==> src/hw/rtl/packed_pcm_unpacker_with_limit_top_defines.svh <==
// Assertion macros for the packed PCM unpacker.
`ifndef PACKED_PCM_UNPACKER_WITH_LIMIT_TOP_DEFINES_SVH
`define PACKED_PCM_UNPACKER_WITH_LIMIT_TOP_DEFINES_SVH

// Same-cycle implication on clock, disabled during reset.
`define PCMU_ASSERT_IMP(lbl, ante, cons, msg) \
   lbl: assert property (@(posedge clock) disable iff (reset) (ante) |-> (cons)) else $error(msg);

// Next-cycle implication on clock, disabled during reset.
`define PCMU_ASSERT_NXT(lbl, ante, cons, msg) \
   lbl: assert property (@(posedge clock) disable iff (reset) (ante) |=> (cons)) else $error(msg);

`endif

==> src/hw/rtl/pcmu_pkg.sv <==
// Types and constants shared by the packed PCM unpacker modules.
package pcmu_pkg;

   // register indexes on the csr port
   localparam logic [1:0] CSR_WIDE_SAMPLES = 2'd0;
   localparam logic [1:0] CSR_SAMPLE_RATE  = 2'd1;

   // sample rates that raise the frame cap
   localparam logic [23:0] RATE_192K = 24'd192000;
   localparam logic [23:0] RATE_176K = 24'd176400;
   localparam logic [23:0] RATE_96K  = 24'd96000;
   localparam logic [23:0] RATE_88K  = 24'd88200;

   // largest frame count a 10-bit byte length can give
   localparam int FRAMES_MAX = 255;

   // floor(x / 6) == (x * 683) >> 12 for every 10-bit x
   localparam logic [9:0] DIV6_MULT  = 10'd683;
   localparam int         DIV6_SHIFT = 12;

   typedef struct packed {
      logic [31:0] packet_word;
      logic [9:0]  packet_bytes;
      logic        final_word;
   } req_type;

   typedef struct packed {
      logic signed [23:0] sample;
      logic               channel;
      logic               item_done;
      logic               packet_done;
   } rsp_type;

   // results produced by one accepted transaction
   typedef struct packed {
      logic [1:0] count;
      rsp_type    first;
      rsp_type    second;
   } emit_type;

endpackage

==> src/hw/rtl/pcmu_core.sv <==
// Word unpacker: byte carry, phase tracking and frame-cap filtering.
module pcmu_core (
   input  logic               clock,
   input  logic               reset,
   input  logic               accept,
   input  pcmu_pkg::req_type  req,
   input  logic               wide_samples,
   input  logic [7:0]         frame_cap,
   output pcmu_pkg::emit_type emit
);

   logic [1:0]  phase_ff, phase_in;
   logic [15:0] carried_ff, carried_in;
   logic [9:0]  emitted_ff, emitted_in;

   logic [31:0] w;
   logic [23:0] cand0, cand1;
   logic        has2;
   logic [19:0] div6_prod;
   logic [7:0]  frames_raw, frames;
   logic [9:0]  limit;
   logic [9:0]  e1;
   logic        v0, v1;

   assign w         = req.packet_word;
   assign div6_prod = 20'(req.packet_bytes) * 20'(pcmu_pkg::DIV6_MULT);

   always_comb begin
      phase_in   = phase_ff;
      carried_in = carried_ff;
      cand0      = '0;
      cand1      = '0;
      has2       = 1'b0;
      if (wide_samples) begin
         frames_raw = div6_prod[pcmu_pkg::DIV6_SHIFT +: 8];
         case (phase_ff)
            2'd1: begin
               cand0      = {w[15:0], carried_ff[7:0]};
               carried_in = w[31:16];
               phase_in   = 2'd2;
            end
            2'd2: begin
               cand0      = {w[7:0], carried_ff};
               cand1      = w[31:8];
               has2       = 1'b1;
               carried_in = '0;
               phase_in   = 2'd0;
            end
            default: begin
               // phase three behaves as phase zero
               cand0      = w[23:0];
               carried_in = {8'd0, w[31:24]};
               phase_in   = 2'd1;
            end
         endcase
      end else begin
         frames_raw = req.packet_bytes[9:2];
         cand0      = {w[15:0], 8'd0};
         cand1      = {w[31:16], 8'd0};
         has2       = 1'b1;
         phase_in   = 2'd0;
      end

      frames = (frames_raw > frame_cap) ? frame_cap : frames_raw;
      limit  = {1'b0, frames, 1'b0};

      v0 = emitted_ff < limit;
      e1 = v0 ? 10'(emitted_ff + 10'd1) : emitted_ff;
      v1 = has2 && (e1 < limit);

      emitted_in = 10'(e1 + {9'd0, v1});
      if (req.final_word) begin
         phase_in   = '0;
         carried_in = '0;
         emitted_in = '0;
      end

      emit.count              = accept ? (2'({1'b0, v0}) + 2'({1'b0, v1})) : 2'd0;
      emit.first.sample       = cand0;
      emit.first.channel      = emitted_ff[0];
      emit.first.item_done    = !v1;
      emit.first.packet_done  = 10'(emitted_ff + 10'd1) == limit;
      emit.second.sample      = cand1;
      emit.second.channel     = e1[0];
      emit.second.item_done   = 1'b1;
      emit.second.packet_done = 10'(e1 + 10'd1) == limit;
   end

   always_ff @(posedge clock) begin
      if (reset) begin
         phase_ff   <= '0;
         carried_ff <= '0;
         emitted_ff <= '0;
      end else if (accept) begin
         phase_ff   <= phase_in;
         carried_ff <= carried_in;
         emitted_ff <= emitted_in;
      end
   end

endmodule

==> src/hw/rtl/packed_pcm_unpacker_with_limit_top.sv <==
// Top level of the packed PCM unpacker: csr registers, core and result queue.
//
// Usage:
//  - req channel: one little-endian 32-bit packet word per transaction, with the
//    packet length in bytes and a final_word flag on the last word of a packet.
//  - rsp channel: 24-bit signed samples, left and right alternating,
//    with item_done on the last sample of a word and packet_done on the sample
//    that reaches the capped frame count. Samples past the cap are dropped.
//  - csr channel: index 0 = wide_samples, index 1 = sample_rate. Always ready.
//    Write only while no transaction is in flight.
//  - With the result queue empty, a sample is on rsp in the cycle after its
//    word is accepted.
//  - The single rsp port moves one sample per cycle while rsp_stall is low, so
//    words go in at the sample rate: a word gives two samples in 16-bit mode,
//    three words give four in 24-bit mode, and words the cap drops give none.
//  - req_stall is high while three or more samples sit in the four-entry queue,
//    so a stalled rsp side backs up into req after at most two words (16-bit).
//  - Reset (synchronous): csr registers, phase, carry, sample count and queue
//    all clear; rsp_valid drops in the cycle after reset is seen.
`include "packed_pcm_unpacker_with_limit_top_defines.svh"

module packed_pcm_unpacker_with_limit_top #(
   parameter int QUEUE_SIZE = 1024
) (
   input  logic              clock,
   input  logic              reset,
   // input words
   input  logic              req_valid,
   output logic              req_stall,
   input  pcmu_pkg::req_type req_data,
   // samples
   output logic              rsp_valid,
   input  logic              rsp_stall,
   output pcmu_pkg::rsp_type rsp_data,
   // configuration
   input  logic              csr_valid,
   output logic              csr_ready,
   input  logic [1:0]        csr_index,
   input  logic [23:0]       csr_data
);

   // frame caps per rate group, clipped to what a packet length can reach
   localparam int CapHighRate = QUEUE_SIZE / 4;
   localparam int CapMidRate  = QUEUE_SIZE / 8;
   localparam int CapLowRate  = QUEUE_SIZE / 16;
   localparam logic [7:0] CapHighSat = (CapHighRate > pcmu_pkg::FRAMES_MAX) ?
                                       8'(pcmu_pkg::FRAMES_MAX) : 8'(CapHighRate);
   localparam logic [7:0] CapMidSat  = (CapMidRate > pcmu_pkg::FRAMES_MAX) ?
                                       8'(pcmu_pkg::FRAMES_MAX) : 8'(CapMidRate);
   localparam logic [7:0] CapLowSat  = (CapLowRate > pcmu_pkg::FRAMES_MAX) ?
                                       8'(pcmu_pkg::FRAMES_MAX) : 8'(CapLowRate);

   // csr registers
   logic        wide_ff;
   logic [23:0] rate_ff;
   logic [7:0]  frame_cap;

   assign csr_ready = 1'b1;

   always_ff @(posedge clock) begin
      if (reset) begin
         wide_ff <= 1'b0;
         rate_ff <= '0;
      end else if (csr_valid && csr_ready) begin
         case (csr_index)
            pcmu_pkg::CSR_WIDE_SAMPLES: wide_ff <= csr_data[0];
            pcmu_pkg::CSR_SAMPLE_RATE:  rate_ff <= csr_data;
            default: ;
         endcase
      end
   end

   always_comb begin
      if (rate_ff == pcmu_pkg::RATE_192K || rate_ff == pcmu_pkg::RATE_176K) begin
         frame_cap = CapHighSat;
      end else if (rate_ff == pcmu_pkg::RATE_96K || rate_ff == pcmu_pkg::RATE_88K) begin
         frame_cap = CapMidSat;
      end else begin
         frame_cap = CapLowSat;
      end
   end

   // unpack core
   logic               req_accept;
   pcmu_pkg::emit_type emit;

   assign req_accept = req_valid && !req_stall;

   pcmu_core u_core (
      .clock        (clock),
      .reset        (reset),
      .accept       (req_accept),
      .req          (req_data),
      .wide_samples (wide_ff),
      .frame_cap    (frame_cap),
      .emit         (emit)
   );

   // four-entry result queue; up to two writes and one read per cycle
   pcmu_pkg::rsp_type queue_ff [4];
   logic [1:0] wr_ptr_ff, wr_ptr_in;
   logic [1:0] rd_ptr_ff, rd_ptr_in;
   logic [2:0] fifo_count_ff, fifo_count_in;
   logic       pop;

   assign req_stall = fifo_count_ff > 3'd2;
   assign rsp_valid = fifo_count_ff != 3'd0;
   assign rsp_data  = queue_ff[rd_ptr_ff];
   assign pop       = rsp_valid && !rsp_stall;

   always_comb begin
      wr_ptr_in     = 2'(wr_ptr_ff + emit.count);
      rd_ptr_in     = 2'(rd_ptr_ff + {1'b0, pop});
      fifo_count_in = 3'(fifo_count_ff + {1'b0, emit.count} - {2'd0, pop});
   end

   always_ff @(posedge clock) begin
      if (reset) begin
         wr_ptr_ff     <= '0;
         rd_ptr_ff     <= '0;
         fifo_count_ff <= '0;
      end else begin
         wr_ptr_ff     <= wr_ptr_in;
         rd_ptr_ff     <= rd_ptr_in;
         fifo_count_ff <= fifo_count_in;
      end
   end

   always_ff @(posedge clock) begin
      if (emit.count != 2'd0) begin
         queue_ff[wr_ptr_ff] <= emit.first;
      end
      if (emit.count == 2'd2) begin
         queue_ff[2'(wr_ptr_ff + 2'd1)] <= emit.second;
      end
   end

   // checks
   logic       pop_only;
   logic [2:0] count_less_one;
   logic       rsp_packet_end;

   assign pop_only       = pop && (emit.count == 2'd0);
   assign count_less_one = 3'(fifo_count_ff - 3'd1);
   assign rsp_packet_end = rsp_valid && rsp_data.packet_done;

   `PCMU_ASSERT_IMP(a_queue_bound, 1'b1, fifo_count_ff <= 3'd4, "result queue overfilled")
   `PCMU_ASSERT_IMP(a_room_on_accept, req_accept, fifo_count_ff <= 3'd2, "no queue room")
   `PCMU_ASSERT_NXT(a_pop_only, pop_only, fifo_count_ff == $past(count_less_one), "pop count off")
   `PCMU_ASSERT_IMP(a_done_order, rsp_packet_end, rsp_data.item_done, "packet end mid word")

endmodule

==> config.mk <==
export PLATFORM = sky130hd
export DESIGN_NAME = packed_pcm_unpacker_with_limit_top
export DESIGN_NICKNAME = d
export VERILOG_FILES = /design/src/hw/rtl/pcmu_pkg.sv /design/src/hw/rtl/pcmu_core.sv /design/src/hw/rtl/packed_pcm_unpacker_with_limit_top.sv
export VERILOG_INCLUDE_DIRS = /design/src /design/src/hw/rtl
export SDC_FILE = /design/constraint.sdc
export NUM_CORES = 1
export LEC_CHECK = 0
export BUFFER_PORTS_ARGS = -buffer_cell sky130_fd_sc_hd__buf_4
export CORE_MARGIN = 2
export CORE_UTILIZATION = 40
export CTS_CLUSTER_DIAMETER = 200
export DETAILED_ROUTE_END_ITERATION = 7
export HOLD_SLACK_MARGIN = 0.15
export PLACE_DENSITY = 0.67
export SYNTH_ARGS = -nofsm -noshare
export SYNTH_HDL_FRONTEND = slang
export SYNTH_SLANG_ARGS = --single-unit
==> constraint.sdc <==
create_clock -name clock -period 17.9 [get_ports clock]
set_input_delay 3.58 -clock clock [delete_from_list [all_inputs] [get_ports clock]]
set_output_delay 3.58 -clock clock [all_outputs]
set_load 0.02 [all_outputs]
==> summary by stage, run 1 <==
Outcome
The run finished with clean final reports.

Synthesis
Ranked by total cell area, the synthesized netlist is headed by sky130_fd_sc_hd__edfxtp_1 27%, sky130_fd_sc_hd__dfxtp_1 11%, sky130_fd_sc_hd__ha_1 10%, sky130_fd_sc_hd__mux4_2 5.3%, sky130_fd_sc_hd__o22ai_1 5.3%. The total of flip-flops plus latches after synthesis is 168. The top cell type by total area after synthesis is sky130_fd_sc_hd__edfxtp_1. The commonest cells after synthesis are 140 x sky130_fd_sc_hd__nand2_1, 104 x sky130_fd_sc_hd__edfxtp_1, 97 x sky130_fd_sc_hd__o22ai_1.

After synthesis, the share of flip-flops with an asynchronous set or reset is 0%. After synthesis, flip-flops and latches occupy 38.36% of the total area. The synthesized netlist contains 86 unique library cells. Yosys instantiated no cell more often than sky130_fd_sc_hd__nand2_1.

The share of the synthesized area in the top cell type is 27.20%. In this run, synthesis inferred 104 flip-flops with an integrated enable. During synthesis, Yosys emitted a total of 0 warnings. Counting every instance in the synthesized netlist gives 1162. The cell area after synthesis is 11480 µm².

The most common flop cell mapped by yosys is sky130_fd_sc_hd__edfxtp_1. The synthesized area per cell is 9.881 µm². The number of nets in the synthesized netlist is 1353.

Route
The average wire per cell in the routed design is 20.13 µm. After detailed routing, the number of remaining DRC violations is 0. The vias after detailed routing is 9757.

The detail route stage leaves a number of antenna-violating nets equal to 0. The via density per instance is 6.012. For this block, the routed nets add up to 32.68 mm of wire. The number of iterations in the first detailed-routing pass is 5. After the first detailed-routing iteration, the DRC count stood at 1035.

Worst setup path
The cell that appears most often on the critical path is sky130_fd_sc_hd__ha_1. The largest fanout on the critical path is 28. Counting both buffers and inverters, the worst setup path holds a total of 5. The kind of cell with the highest combined delay along the critical path is simple AND/OR/NAND/NOR gates. The type of destination of the critical path is a flop. The arrival time at the worst endpoint is 16.41 ns. The type of element launching the critical path is an input pin. The largest single stage delay on the critical path is 0.77 ns. On the critical path, the stage with the largest delay is an instance of sky130_fd_sc_hd__nand2_1.

Data on the critical path is required at its endpoint by 18.08 ns. By startpoint and endpoint, the worst setup path is classified as in -> reg. The critical path starts at req_data[2]. The setup check on the worst reg-to-reg path leaves a slack of 7.50 ns. The critical register-to-register path startpoint is wide_ff.

Hold path
In this run the worst hold path is classified as reg -> reg. The worst hold path begins at rate_ff[20].

Run
The count of maximum capacitance violations is 0.

STA
For the pin with the worst max-slew slack, the measured transition is 1.262 ns. Static timing analysis puts the maximum clock frequency at 61.64 MHz. The number of pins exceeding their max-slew limit in the final report was 0. The clock period could shrink to 16.22 ns. The worst clock skew on the final layout is 0.01457 ns.

Setup repair after global routing left no endpoint under its margin. Measured against its own limit, the worst slew margin works out to 15.63%. The summed negative setup slack over all endpoints is 0 ns.

The worst path uses 90.63% of the clock period. The count of endpoints failing setup in the final report is 0. The number of hold-slack violations in the final timing report is 0.

CTS
The maximum buffer depth of the clock tree is 2. The post-cts hold buffer count is 0. The clock tree root buffer cell is sky130_fd_sc_hd__clkbuf_16. The total number of clock tree sinks is 168.

The clock-pin slew on the worst setup and hold paths is 0.07 ns. The post-cts resize count is 0. The number of buffers inserted to repair setup after CTS is 0. The clock insertion delay at the later pin of the skew report is 0.44 ns. The H-tree was split into 4 levels. In this run, CTS created clock tree buffers numbering 17. TritonCTS built the clock tree.

Cells and area
At the end of the flow, the number of nets in the layout was 1417. For this run, the share of the core covered by cells in the final layout is 46.27%. The number of antenna diodes in the final layout is 0. The count of placed standard cells in the final layout, fillers left out is 1623.

After routing the design area is 13170 µm². In the final layout, the share of cells above drive strength 1 is 16.79%. The area growth from synthesis to layout is 14.72%.

GRT
The via count of the first global-routing pass was 9439. The number of antenna violations at the first check in global routing is 0. Across every metal layer, demand over resource in global routing totals 21.82%.

The largest net degree at the start of global routing is 61. The aggregate global routing overflow is 0. The first global-routing pass estimated 51.97 mm of wire.

Placement
The cell total after placement is 1591. The sum of net half-perimeters after detailed placement is 23.11 mm. The routability congestion estimate from global placement is 0.9247. Summing all placed instances gives a cell area of 12570 µm². The count of input and output buffers is 102.

Floorplan
The floorplan die height is 173.4 µm. The die is 173.4 µm wide. The starting utilization of the core area is 40.33%. The core region is 28470 µm².

The floorplan step defined a die boundary enclosing 30080 µm². The floorplan has 62 rows. The number of placed I/O pins is 104.

Power
In this run the power density over the cells is 112.7 nW/µm². In this run the static leakage power is 0.005044 µW. The worst vdd rail ir drop is 0.07690 mV.
## worst reg2reg max path, delay by kind of cell (launching register included)
family	cells	cell delay, ns
simple gates	11	4.24
compound gates	12	2.86
buf+inv	4	1.57
fa+ha+maj	4	1.15
flops	1	0.31
## path summary, 6_finish.rpt
path | to | cells past startpoint
min reg2reg | rate_ff[20] | 2
min | rate_ff[20] | 2
max reg2reg | queue_ff[2][12] | 31
max | queue_ff[2][12] | 44
## layout by cell type, fill, tap and decap left out, drive strengths merged, types with 7 or more instances in the layout
cell type,synthesis,final
fa,23,23
nor2b,13,13
o22ai,98,98
xnor2,35,35
o31ai,7,7
o21ai,33,33
nor2,52,52
nor3,20,20
nand3b,13,13
nand2,140,140
a22oi,34,34
a21oi,70,70
ha,94,94
mux4,27,27
a22o,7,7
inv,66,72
a21o,11,11
nand2b,8,8
buf,9,116
nand4,13,13
edfxtp,104,104
nand3,32,32
a31oi,8,8
clkinv,1,8
or3,8,8
dfxtp,64,64
clkbuf,62,17
and3,9,9
## state kept, by name, indices dropped and copies added (netlist names)
register / flops
queue_ff: 108
rate_ff: 24
u_core.carried_ff: 16
u_core.emitted_ff: 10
fifo_count_ff: 3
rd_ptr_ff: 2
u_core.phase_ff: 2
wr_ptr_ff: 2
wide_ff: 1
## kinds of logic (layout without fill, tap and decap cells)
family | count (synthesis) | after routing | synth area share, %
simple gates | 340 | 340 | 14.50
mux | 29 | 29 | 5.470
fa+ha+maj | 117 | 117 | 14.25
buf+inv | 138 | 215 | 4.555
xor+xnor | 40 | 40 | 3.280
flops | 168 | 168 | 38.36
compound gates | 329 | 329 | 19.55
other cells | 1 | 1 | 0.03266
## per-stage QoR
| stage | hold slack [ns] | total power (µW) | setup WS, ns |
|---|---|---|---|
| global placement | 0.4409 | 1105 | 1.877 |
| detailed placement | 0.4466 | 1118 | 1.511 |
| CTS | 0.4559 | 1490 | 1.937 |
| finish | 0.4561 | 1485 | 1.678 |
| global route | 0.4733 | 1571 | 0.9470 |
| floorplan | 0.4310 | 917.3 | 3.578 |
## per-layer routing
metal  GRT usage (%)  routed length (µm)  vias up  part of all wire [%]
met5               0                   0        -                     0
met4           8.192                 869        0                   2.7
met3           4.452                2616       64                   8.0
met2           34.48               15070      473                    46
met1           29.59               14120     4707                    43
li1                -                   -     4513                     -
## final cells by class
cell class              count  area (µm²)
clock inverters            15       180.2
flip-flops and latches    168        4407
well taps                 384       480.5
multi-input cells         856        6558
clock buffers              17       425.4
repair buffers            116       870.8
fillers                  2687       15300
inverters                  67       251.5
## report_power, final
| group | total [µW] | internal (µW) | switching (µW) | leakage, µW |
|---|---|---|---|---|
| Sequential | 511 | 485 | 26.3 | 0.00153 |
| Combinational | 601 | 247 | 354 | 0.00322 |
| Clock | 373 | 200 | 173 | 0.000294 |
| Total | 1480 | 932 | 553 | 0.00504 |
No activity file was read; power rests on OpenSTA's default activity.
==> inputs of run 2 (changes only) <==
==> constraint.sdc (replaced) <==
create_clock -name clock -period 19.4 [get_ports clock]
set_input_delay 3.88 -clock clock [delete_from_list [all_inputs] [get_ports clock]]
set_output_delay 3.88 -clock clock [all_outputs]
set_load 0.02 [all_outputs]
==> summary by stage, run 2 (synthesis results as in run 1) <==
Floorplan
The placement row count is 62 (unchanged). The floorplan die width was 173.4 µm (unchanged). The starting utilization of the core area is 40.33% (unchanged).

The number of placed I/O pins is 104 (unchanged). The floorplan die height is 173.4 µm (unchanged). The die area is 30080 µm² (unchanged). The core area is 28470 µm² (unchanged).

Worst setup path
The longest individual stage delay on the worst path is 0.80 ns (+0.03 ns). The worst path buffer plus inverter count is 5 (unchanged). The arrival time at the worst endpoint is 16.63 ns (+0.22 ns). The reg2reg setup slack is 8.66 ns (+1.16 ns).

The worst setup path is launched from an input pin. The most numerous cell type found on the critical path is sky130_fd_sc_hd__ha_1. The cell with the largest stage delay on the worst path is sky130_fd_sc_hd__nand2_1.

The critical register-to-register path startpoint is wide_ff. The dominant delay contributor by cell family on the critical path is simple AND/OR/NAND/NOR gates. The largest fanout on the critical path came to 28 (unchanged). In this run the critical register-to-register path is captured at queue_ff[1][19]. The path type of the worst setup path is in -> reg. The data required time of the worst path is 19.51 ns (+1.43 ns). STA classifies the critical path endpoint as a flop. The worst reg2reg path depth is 31 (unchanged).

Route
The remaining antenna violation count after routing is 0 (unchanged). The average wire per cell in the routed design came to 20.27 µm (+0.69%). The vias after detailed routing is 9820 (+0.65%). The starting DRC count in detailed routing is 1201 (+16%).

The total detailed-routing wirelength is 32.90 mm (+0.69%). The DRC violations left is 0 (unchanged). The number of iterations in the first detailed-routing pass is 7 (+2).

The via density per instance is 6.051 (+0.65%).

STA
The worst clock skew on the final layout was 0.01266 ns (-0.001912 ns). The worst path needs 16.52 ns of the cycle, external delays included. The number of hold-slack violations in the final timing report is 0 (unchanged). The headroom to the max-slew limit is 11.23% (-4.4 points).

The count of endpoints failing setup in the final report is 0 (unchanged). The maximum clock frequency is 60.52 MHz. The number of pins exceeding their max-slew limit in the final report is 0 (unchanged). The transition at the pin with the smallest max-transition slack is 1.321 ns (+0.05903 ns). The share of the clock period used by the worst path after layout is 85.17%. The summed negative setup slack over all endpoints is 0 ns (unchanged). Setup repair after global routing left no endpoint under its margin.

Power
The leakage power figure was 0.005023 µW (-0.43%). The clock power share was 24.3% (-0.8 points). The sequential share of power is 34.4% (about the same). The switching power of the nets is 503.7 µW (-8.9%). The fraction of power spent switching nets is 37.02% (-0.22 points). The worst vdd rail ir drop is 0.05882 mV (-24%). The total design power is 1360 µW (-8.4%). The share of total power in combinational logic is 41.3% (+0.8 points).

The internal power consumption came to 856.7 µW (-8.1%). The total power density per cell area is 103.6 nW/µm² (-8.1%).

Cells and area
Leaving out fill and tap cells, the most frequent cells in the layout are 140 x sky130_fd_sc_hd__nand2_1, 116 x sky130_fd_sc_hd__buf_4, 104 x sky130_fd_sc_hd__edfxtp_1. The total number of nets in the final design is 1417 (unchanged). The core utilization of the finished layout came to 46.13% (-0.14 points). The commonest non-fill, non-tap cell in the layout is sky130_fd_sc_hd__nand2_1.

The antenna cell count is 0 (unchanged). The area growth from synthesis to layout is 14.37%. The proportion of layout cells with a drive suffix above 1 is 16.46% (-0.32 points). The largest registers in the layout are queue_ff: 108 flops, rate_ff: 24 flops, u_core.carried_ff: 16 flops. The flip-flop count of the largest register after layout is 108 (unchanged).

The register with the most flip-flops is queue_ff. The number of fill cells is 2685 (-0.074%).

CTS
The post-cts resize count is 0 (unchanged). The clock-pin slew on the worst setup and hold paths is 0.06 ns (about the same). The total number of clock tree sinks was 168 (unchanged). The post-cts hold buffer count was 0 (unchanged).

TritonCTS built the clock tree. The maximum buffer depth of the clock tree is 2 (unchanged). The number of buffers inserted to repair setup after CTS was 0 (unchanged).

The clock buffer count from CTS is 17 (unchanged). The tree is rooted in a sky130_fd_sc_hd__clkbuf_16. The deepest level of the CTS H-tree is 4 (unchanged). The clock insertion delay at the later pin of the skew report came to 0.43 ns (about the same).

GRT
The via count of the first global-routing pass came to 9394 (-0.48%). The aggregate global routing overflow is 0 (unchanged). The met2 capacity usage during global routing is 34.85% (+0.37 points). The aggregate global-route resource usage is 21.55% (-0.27 points). The largest net degree at the start of global routing is 61 (unchanged). The global routing usage on met1 is 29.38% (-0.21 points).

The global-route wire length before repair is 51.29 mm (-1.3%). The number of antenna violations at the first check in global routing is 0 (unchanged). The layer flagged by global routing as most heavily used is met2. The met3 usage in global routing is 4.013% (-0.44 points).

Hold path
The depth of the worst hold-timing path is 2 (unchanged). The worst min-delay path startpoint is u_core.carried_ff[14]. The worst hold endpoint is u_core.carried_ff[14]. The path class of the tightest hold or removal check is reg -> reg.

Run
The count of maximum capacitance violations is 0 (unchanged).

Placement
The sum of net half-perimeters after detailed placement came to 23.17 mm (+0.29%). The routability congestion estimate from global placement is 0.8918 (-3.6%). The count of input and output buffers is 102 (unchanged).

Outcome
The flow ran to the end, and the final reports show no timing, DRC or antenna violations.
run 2: power groups by stage:
stage / clock (µW) / sequential [µW] / combinational (µW)
global placement: 0 / 473 / 546
global route: 347 / 473 / 611
detailed placement: 0 / 475 / 556
floorplan: 0 / 466 / 381
CTS: 334 / 467 / 561
finish: 331 / 468 / 562
run 2: worst max-delay path by stage:
stage,startpoint,to,slack [ns],cells after the start
final,req_data[4],queue_ff[1][19],2.88,45
after global routing,req_data[2],queue_ff[1][0],2.14,42
after CTS,req_data[4],queue_ff[1][19],3.11,44
after detailed placement,req_data[2],queue_ff[1][3],2.75,45
after global placement,req_data[6],queue_ff[1][15],3.04,44
after floorplan,req_data[2],queue_ff[2][0],4.78,44
run 2: final cells by class:
type / instances / area [µm²] / share of cell area, %
clock inverter: 14 / 138.9 / 1.058
inverter: 67 / 251.5 / 1.915
multi-input combinational: 856 / 6555 / 49.91
clock buffer: 18 / 429.2 / 3.268
sequential: 168 / 4407 / 33.56
tap: 384 / 480.5 / 3.659
timing repair buffer: 116 / 870.8 / 6.631
run 2: layer usage:
metal	vias up	routed length, µm
met5	-	0
met4	0	879
met3	86	3164
met2	574	15170
met1	4644	13690
li1	4516	-
run 2: through the flow:
| stage | hold slack (ns) | instances | worst slack [ns] | cell area [µm²] |
|---|---|---|---|---|
| 2_1_floorplan | 0.4310 | 1162 | 4.778 | 11480 |
| 3_3_place_gp | 0.4387 | 1591 | 3.044 | 12560 |
| 3_5_place_dp | 0.4459 | 1591 | 2.748 | 12560 |
| 4_1_cts | 0.4553 | 1623 | 3.113 | 13130 |
| 5_1_grt | 0.4773 | 1623 | 2.140 | 13130 |
| 6_report | 0.4555 | 1623 | 2.877 | 13130 |
run 2: worst min-delay path, delay by kind of cell, from the launching register on:
| kind | cells | cell delay [ns] |
|---|---|---|
| AOI/OAI and AO/OA | 1 | 0.05 |
| DFF | 1 | 0.31 |
| and+or+nand+nor | 1 | 0.05 |
==> inputs of run 3 (changes only) <==
--- a/config.mk
+++ b/config.mk
@@ -13,6 +13,7 @@
 export DETAILED_ROUTE_END_ITERATION = 7
 export HOLD_SLACK_MARGIN = 0.15
 export PLACE_DENSITY = 0.67
+export RECOVER_POWER = 50
 export SYNTH_ARGS = -nofsm -noshare
 export SYNTH_HDL_FRONTEND = slang
 export SYNTH_SLANG_ARGS = --single-unit
==> constraint.sdc (replaced) <==
create_clock -name clock -period 19.4 [get_ports clock]
set_input_delay 1.94 -clock clock [delete_from_list [all_inputs] [get_ports clock]]
set_output_delay 1.94 -clock clock [all_outputs]
set_load 0.02 [all_outputs]
==> summary by stage, run 3 (synthesis results as in run 1) <==
CTS
The clock buffer count from CTS is 17 (unchanged). The clock-pin slew on the worst setup and hold paths is 0.07 ns (about the same). TritonCTS built the clock tree. The deepest level of the CTS H-tree is 4 (unchanged). The post-cts hold buffer count came to 0 (unchanged).

The number of buffers inserted to repair setup after CTS is 0 (unchanged). The post-cts resize count came to 0 (unchanged). The clock insertion delay at the later pin of the skew report is 0.44 ns (about the same). The tree is rooted in a sky130_fd_sc_hd__clkbuf_16. The total number of clock tree sinks is 168 (unchanged). The maximum buffer depth of the clock tree is 2 (unchanged).

GRT
The aggregate global routing overflow is 0 (unchanged). The aggregate global-route resource usage came to 21.69% (+0.14 points). The largest net degree at the start of global routing is 61 (unchanged).

The via count of the first global-routing pass came to 9374 (-0.21%). The global-route wire length before repair is 51.63 mm (+0.65%). The number of antenna violations at the first check in global routing came to 0 (unchanged).

Worst setup path
By startpoint and endpoint, the worst setup path is classified as in -> reg. The data required time of the worst path is 19.51 ns (about the same). The worst setup path is launched from an input pin. The cell with the largest stage delay on the worst path is sky130_fd_sc_hd__a2111oi_0. The arrival time at the worst endpoint is 15.49 ns (-1.14 ns).

The cell that appears most often on the critical path is sky130_fd_sc_hd__ha_1. The type of destination of the critical path is a flop. The longest individual stage delay on the worst path is 0.82 ns (+0.02 ns).

The largest fanout on the critical path is 28 (unchanged).

STA
The number of hold-slack violations in the final timing report is 0 (unchanged). The count of endpoints failing setup in the final report is 0 (unchanged). The share of the clock period used by the worst path after layout was 79.27% (-5.9 points). The smallest hold slack came to 0.4541 ns (-0.001353 ns). The maximum clock frequency is 65.03 MHz (+7.4%). The clock period minus worst slack was 15.38 ns (-1.145 ns). Setup repair after global routing left no endpoint under its margin.

The summed negative setup slack over all endpoints is 0 ns (unchanged). The transition at the pin with the smallest max-transition slack came to 2.650 ns (+1.329 ns). The number of pins exceeding their max-slew limit in the final report is 84 (+84). The worst clock skew on the final layout is 0.01422 ns (+0.001556 ns). The headroom to the max-slew limit came to -76.67% (-88 points).

Route
The average wire per cell in the routed design is 20.28 µm (about the same). The remaining antenna violation count after routing is 0 (unchanged). The via density per instance is 6.010 (-0.67%). The total detailed-routing wirelength is 32.92 mm (about the same). The DRC violations left was 0 (unchanged). The number of iterations in the first detailed-routing pass is 6 (-1). The starting DRC count in detailed routing is 1173 (-2.3%). The vias after detailed routing is 9754 (-0.67%).

Cells and area
In the final layout, the registers with the most flip-flops are queue_ff: 108 flops, rate_ff: 24 flops, u_core.carried_ff: 16 flops. The commonest non-fill, non-tap cell in the layout is sky130_fd_sc_hd__nand2_1. The proportion of layout cells with a drive suffix above 1 is 13.24% (-3.2 points). The flip-flop and latch area is 4407 µm² (unchanged).

Relative to the synthesized area, the layout overhead comes to 12.84%. The total number of nets in the final design is 1417 (unchanged). The area of combinational cells with multiple inputs came to 6535 µm² (-0.31%). The number of fill cells is 2708 (+0.86%). The flip-flop count of the largest register after layout is 108 (unchanged).

The antenna cell count is 0 (unchanged). Counting flops per register, the top entry is queue_ff. The library cells used most frequently in the layout, excluding fill and tap cells, are 140 x sky130_fd_sc_hd__nand2_1, 104 x sky130_fd_sc_hd__edfxtp_1, 97 x sky130_fd_sc_hd__o22ai_1.

The core utilization of the finished layout was 45.51% (-0.62 points).

Floorplan
The placement row count came to 62 (unchanged). The die area is 30080 µm² (unchanged). The number of placed I/O pins was 104 (unchanged). The floorplan die width was 173.4 µm (unchanged).

The floorplan die height was 173.4 µm (unchanged). The starting utilization of the core area came to 40.33% (unchanged). The core area came to 28470 µm² (unchanged).

Placement
The sum of net half-perimeters after detailed placement was 23.15 mm (-0.11%). The count of input and output buffers was 102 (unchanged). The routability congestion estimate from global placement was 0.8922 (about the same).

Hold path
The worst hold-check path type is reg -> reg.

Power
The total power density per cell area is 101.8 nW/µm² (-1.8%). The share of total power in combinational logic is 40.3% (-1.0 points). The internal power consumption is 815.3 µW (-4.8%).

The leakage power figure is 0.004888 µW (-2.7%). The sequential share of power came to 35.4% (+1.0 points). The switching power of the nets came to 503.3 µW (about the same). The clock power share was 24.3% (about the same). The worst vdd rail ir drop came to 0.06829 mV (+16%).

The fraction of power spent switching nets is 38.17% (+1.1 points). The total design power came to 1319 µW (-3.1%).

Run
The count of maximum capacitance violations is 3 (+3).

Outcome
The final reports fail on max-capacitance violations, max-slew violations. The run finished, with violations left.
run 3: cell types whose count changed in the layout (fill, tap and decap cells not counted), sizes merged:
cell / change
clkinv: -1
bufinv: -1
buf: -37
clkbuf: +37
inv: +2
run 3: worst max-delay path: cells and delay by family:
kind            cells  cell delay (ns)
compound gates     16             4.98
simple gates       11             4.10
fa+ha+maj          10             3.57
buf+inv             5             0.87
run 3: area by class of cell:
cell class	instances	share of cell area (%)
clock buffer	18	3.312
clock inverter	14	0.9078
inverter	67	1.941
multi-input combinational	856	50.44
sequential	168	34.01
tap	384	3.708
timing repair buffer	116	5.678
run 3: stage by stage:
step                      cell area [µm²]  setup slack (ns)  std cells
final                               12960             4.022       1623
after global routing                12960             3.258       1623
after CTS                           13110             5.062       1623
after detailed placement            12560             4.676       1591
after global placement              12560             4.980       1591
after floorplan                     11480             6.718       1162
run 3: per-layer routing:
metal | part of all wire, % | global-route usage (%)
met5 | 0 | 0
met4 | 2.0 | 6.427
met3 | 9.2 | 4.254
met2 | 46 | 34.63
met1 | 43 | 29.91
run 3: power groups by stage:
stage                     logic (µW)  clock network, µW  registers, µW
after floorplan                  381                  0            466
after global placement           546                  0            473
after detailed placement         556                  0            475
after CTS                        561                325            467
after global routing             581                340            472
final                            531                320            467
run 3: worst paths after layout:
path | startpoint | endpoint | depth (start not counted) | slack [ns]
min reg2reg | u_core.carried_ff[8] | u_core.carried_ff[8] | 2 | 0.45
min | u_core.carried_ff[8] | u_core.carried_ff[8] | 2 | 0.45
max | req_data[2] | queue_ff[1][0] | 42 | 4.02
max reg2reg | wide_ff | queue_ff[1][0] | 31 | 8.13
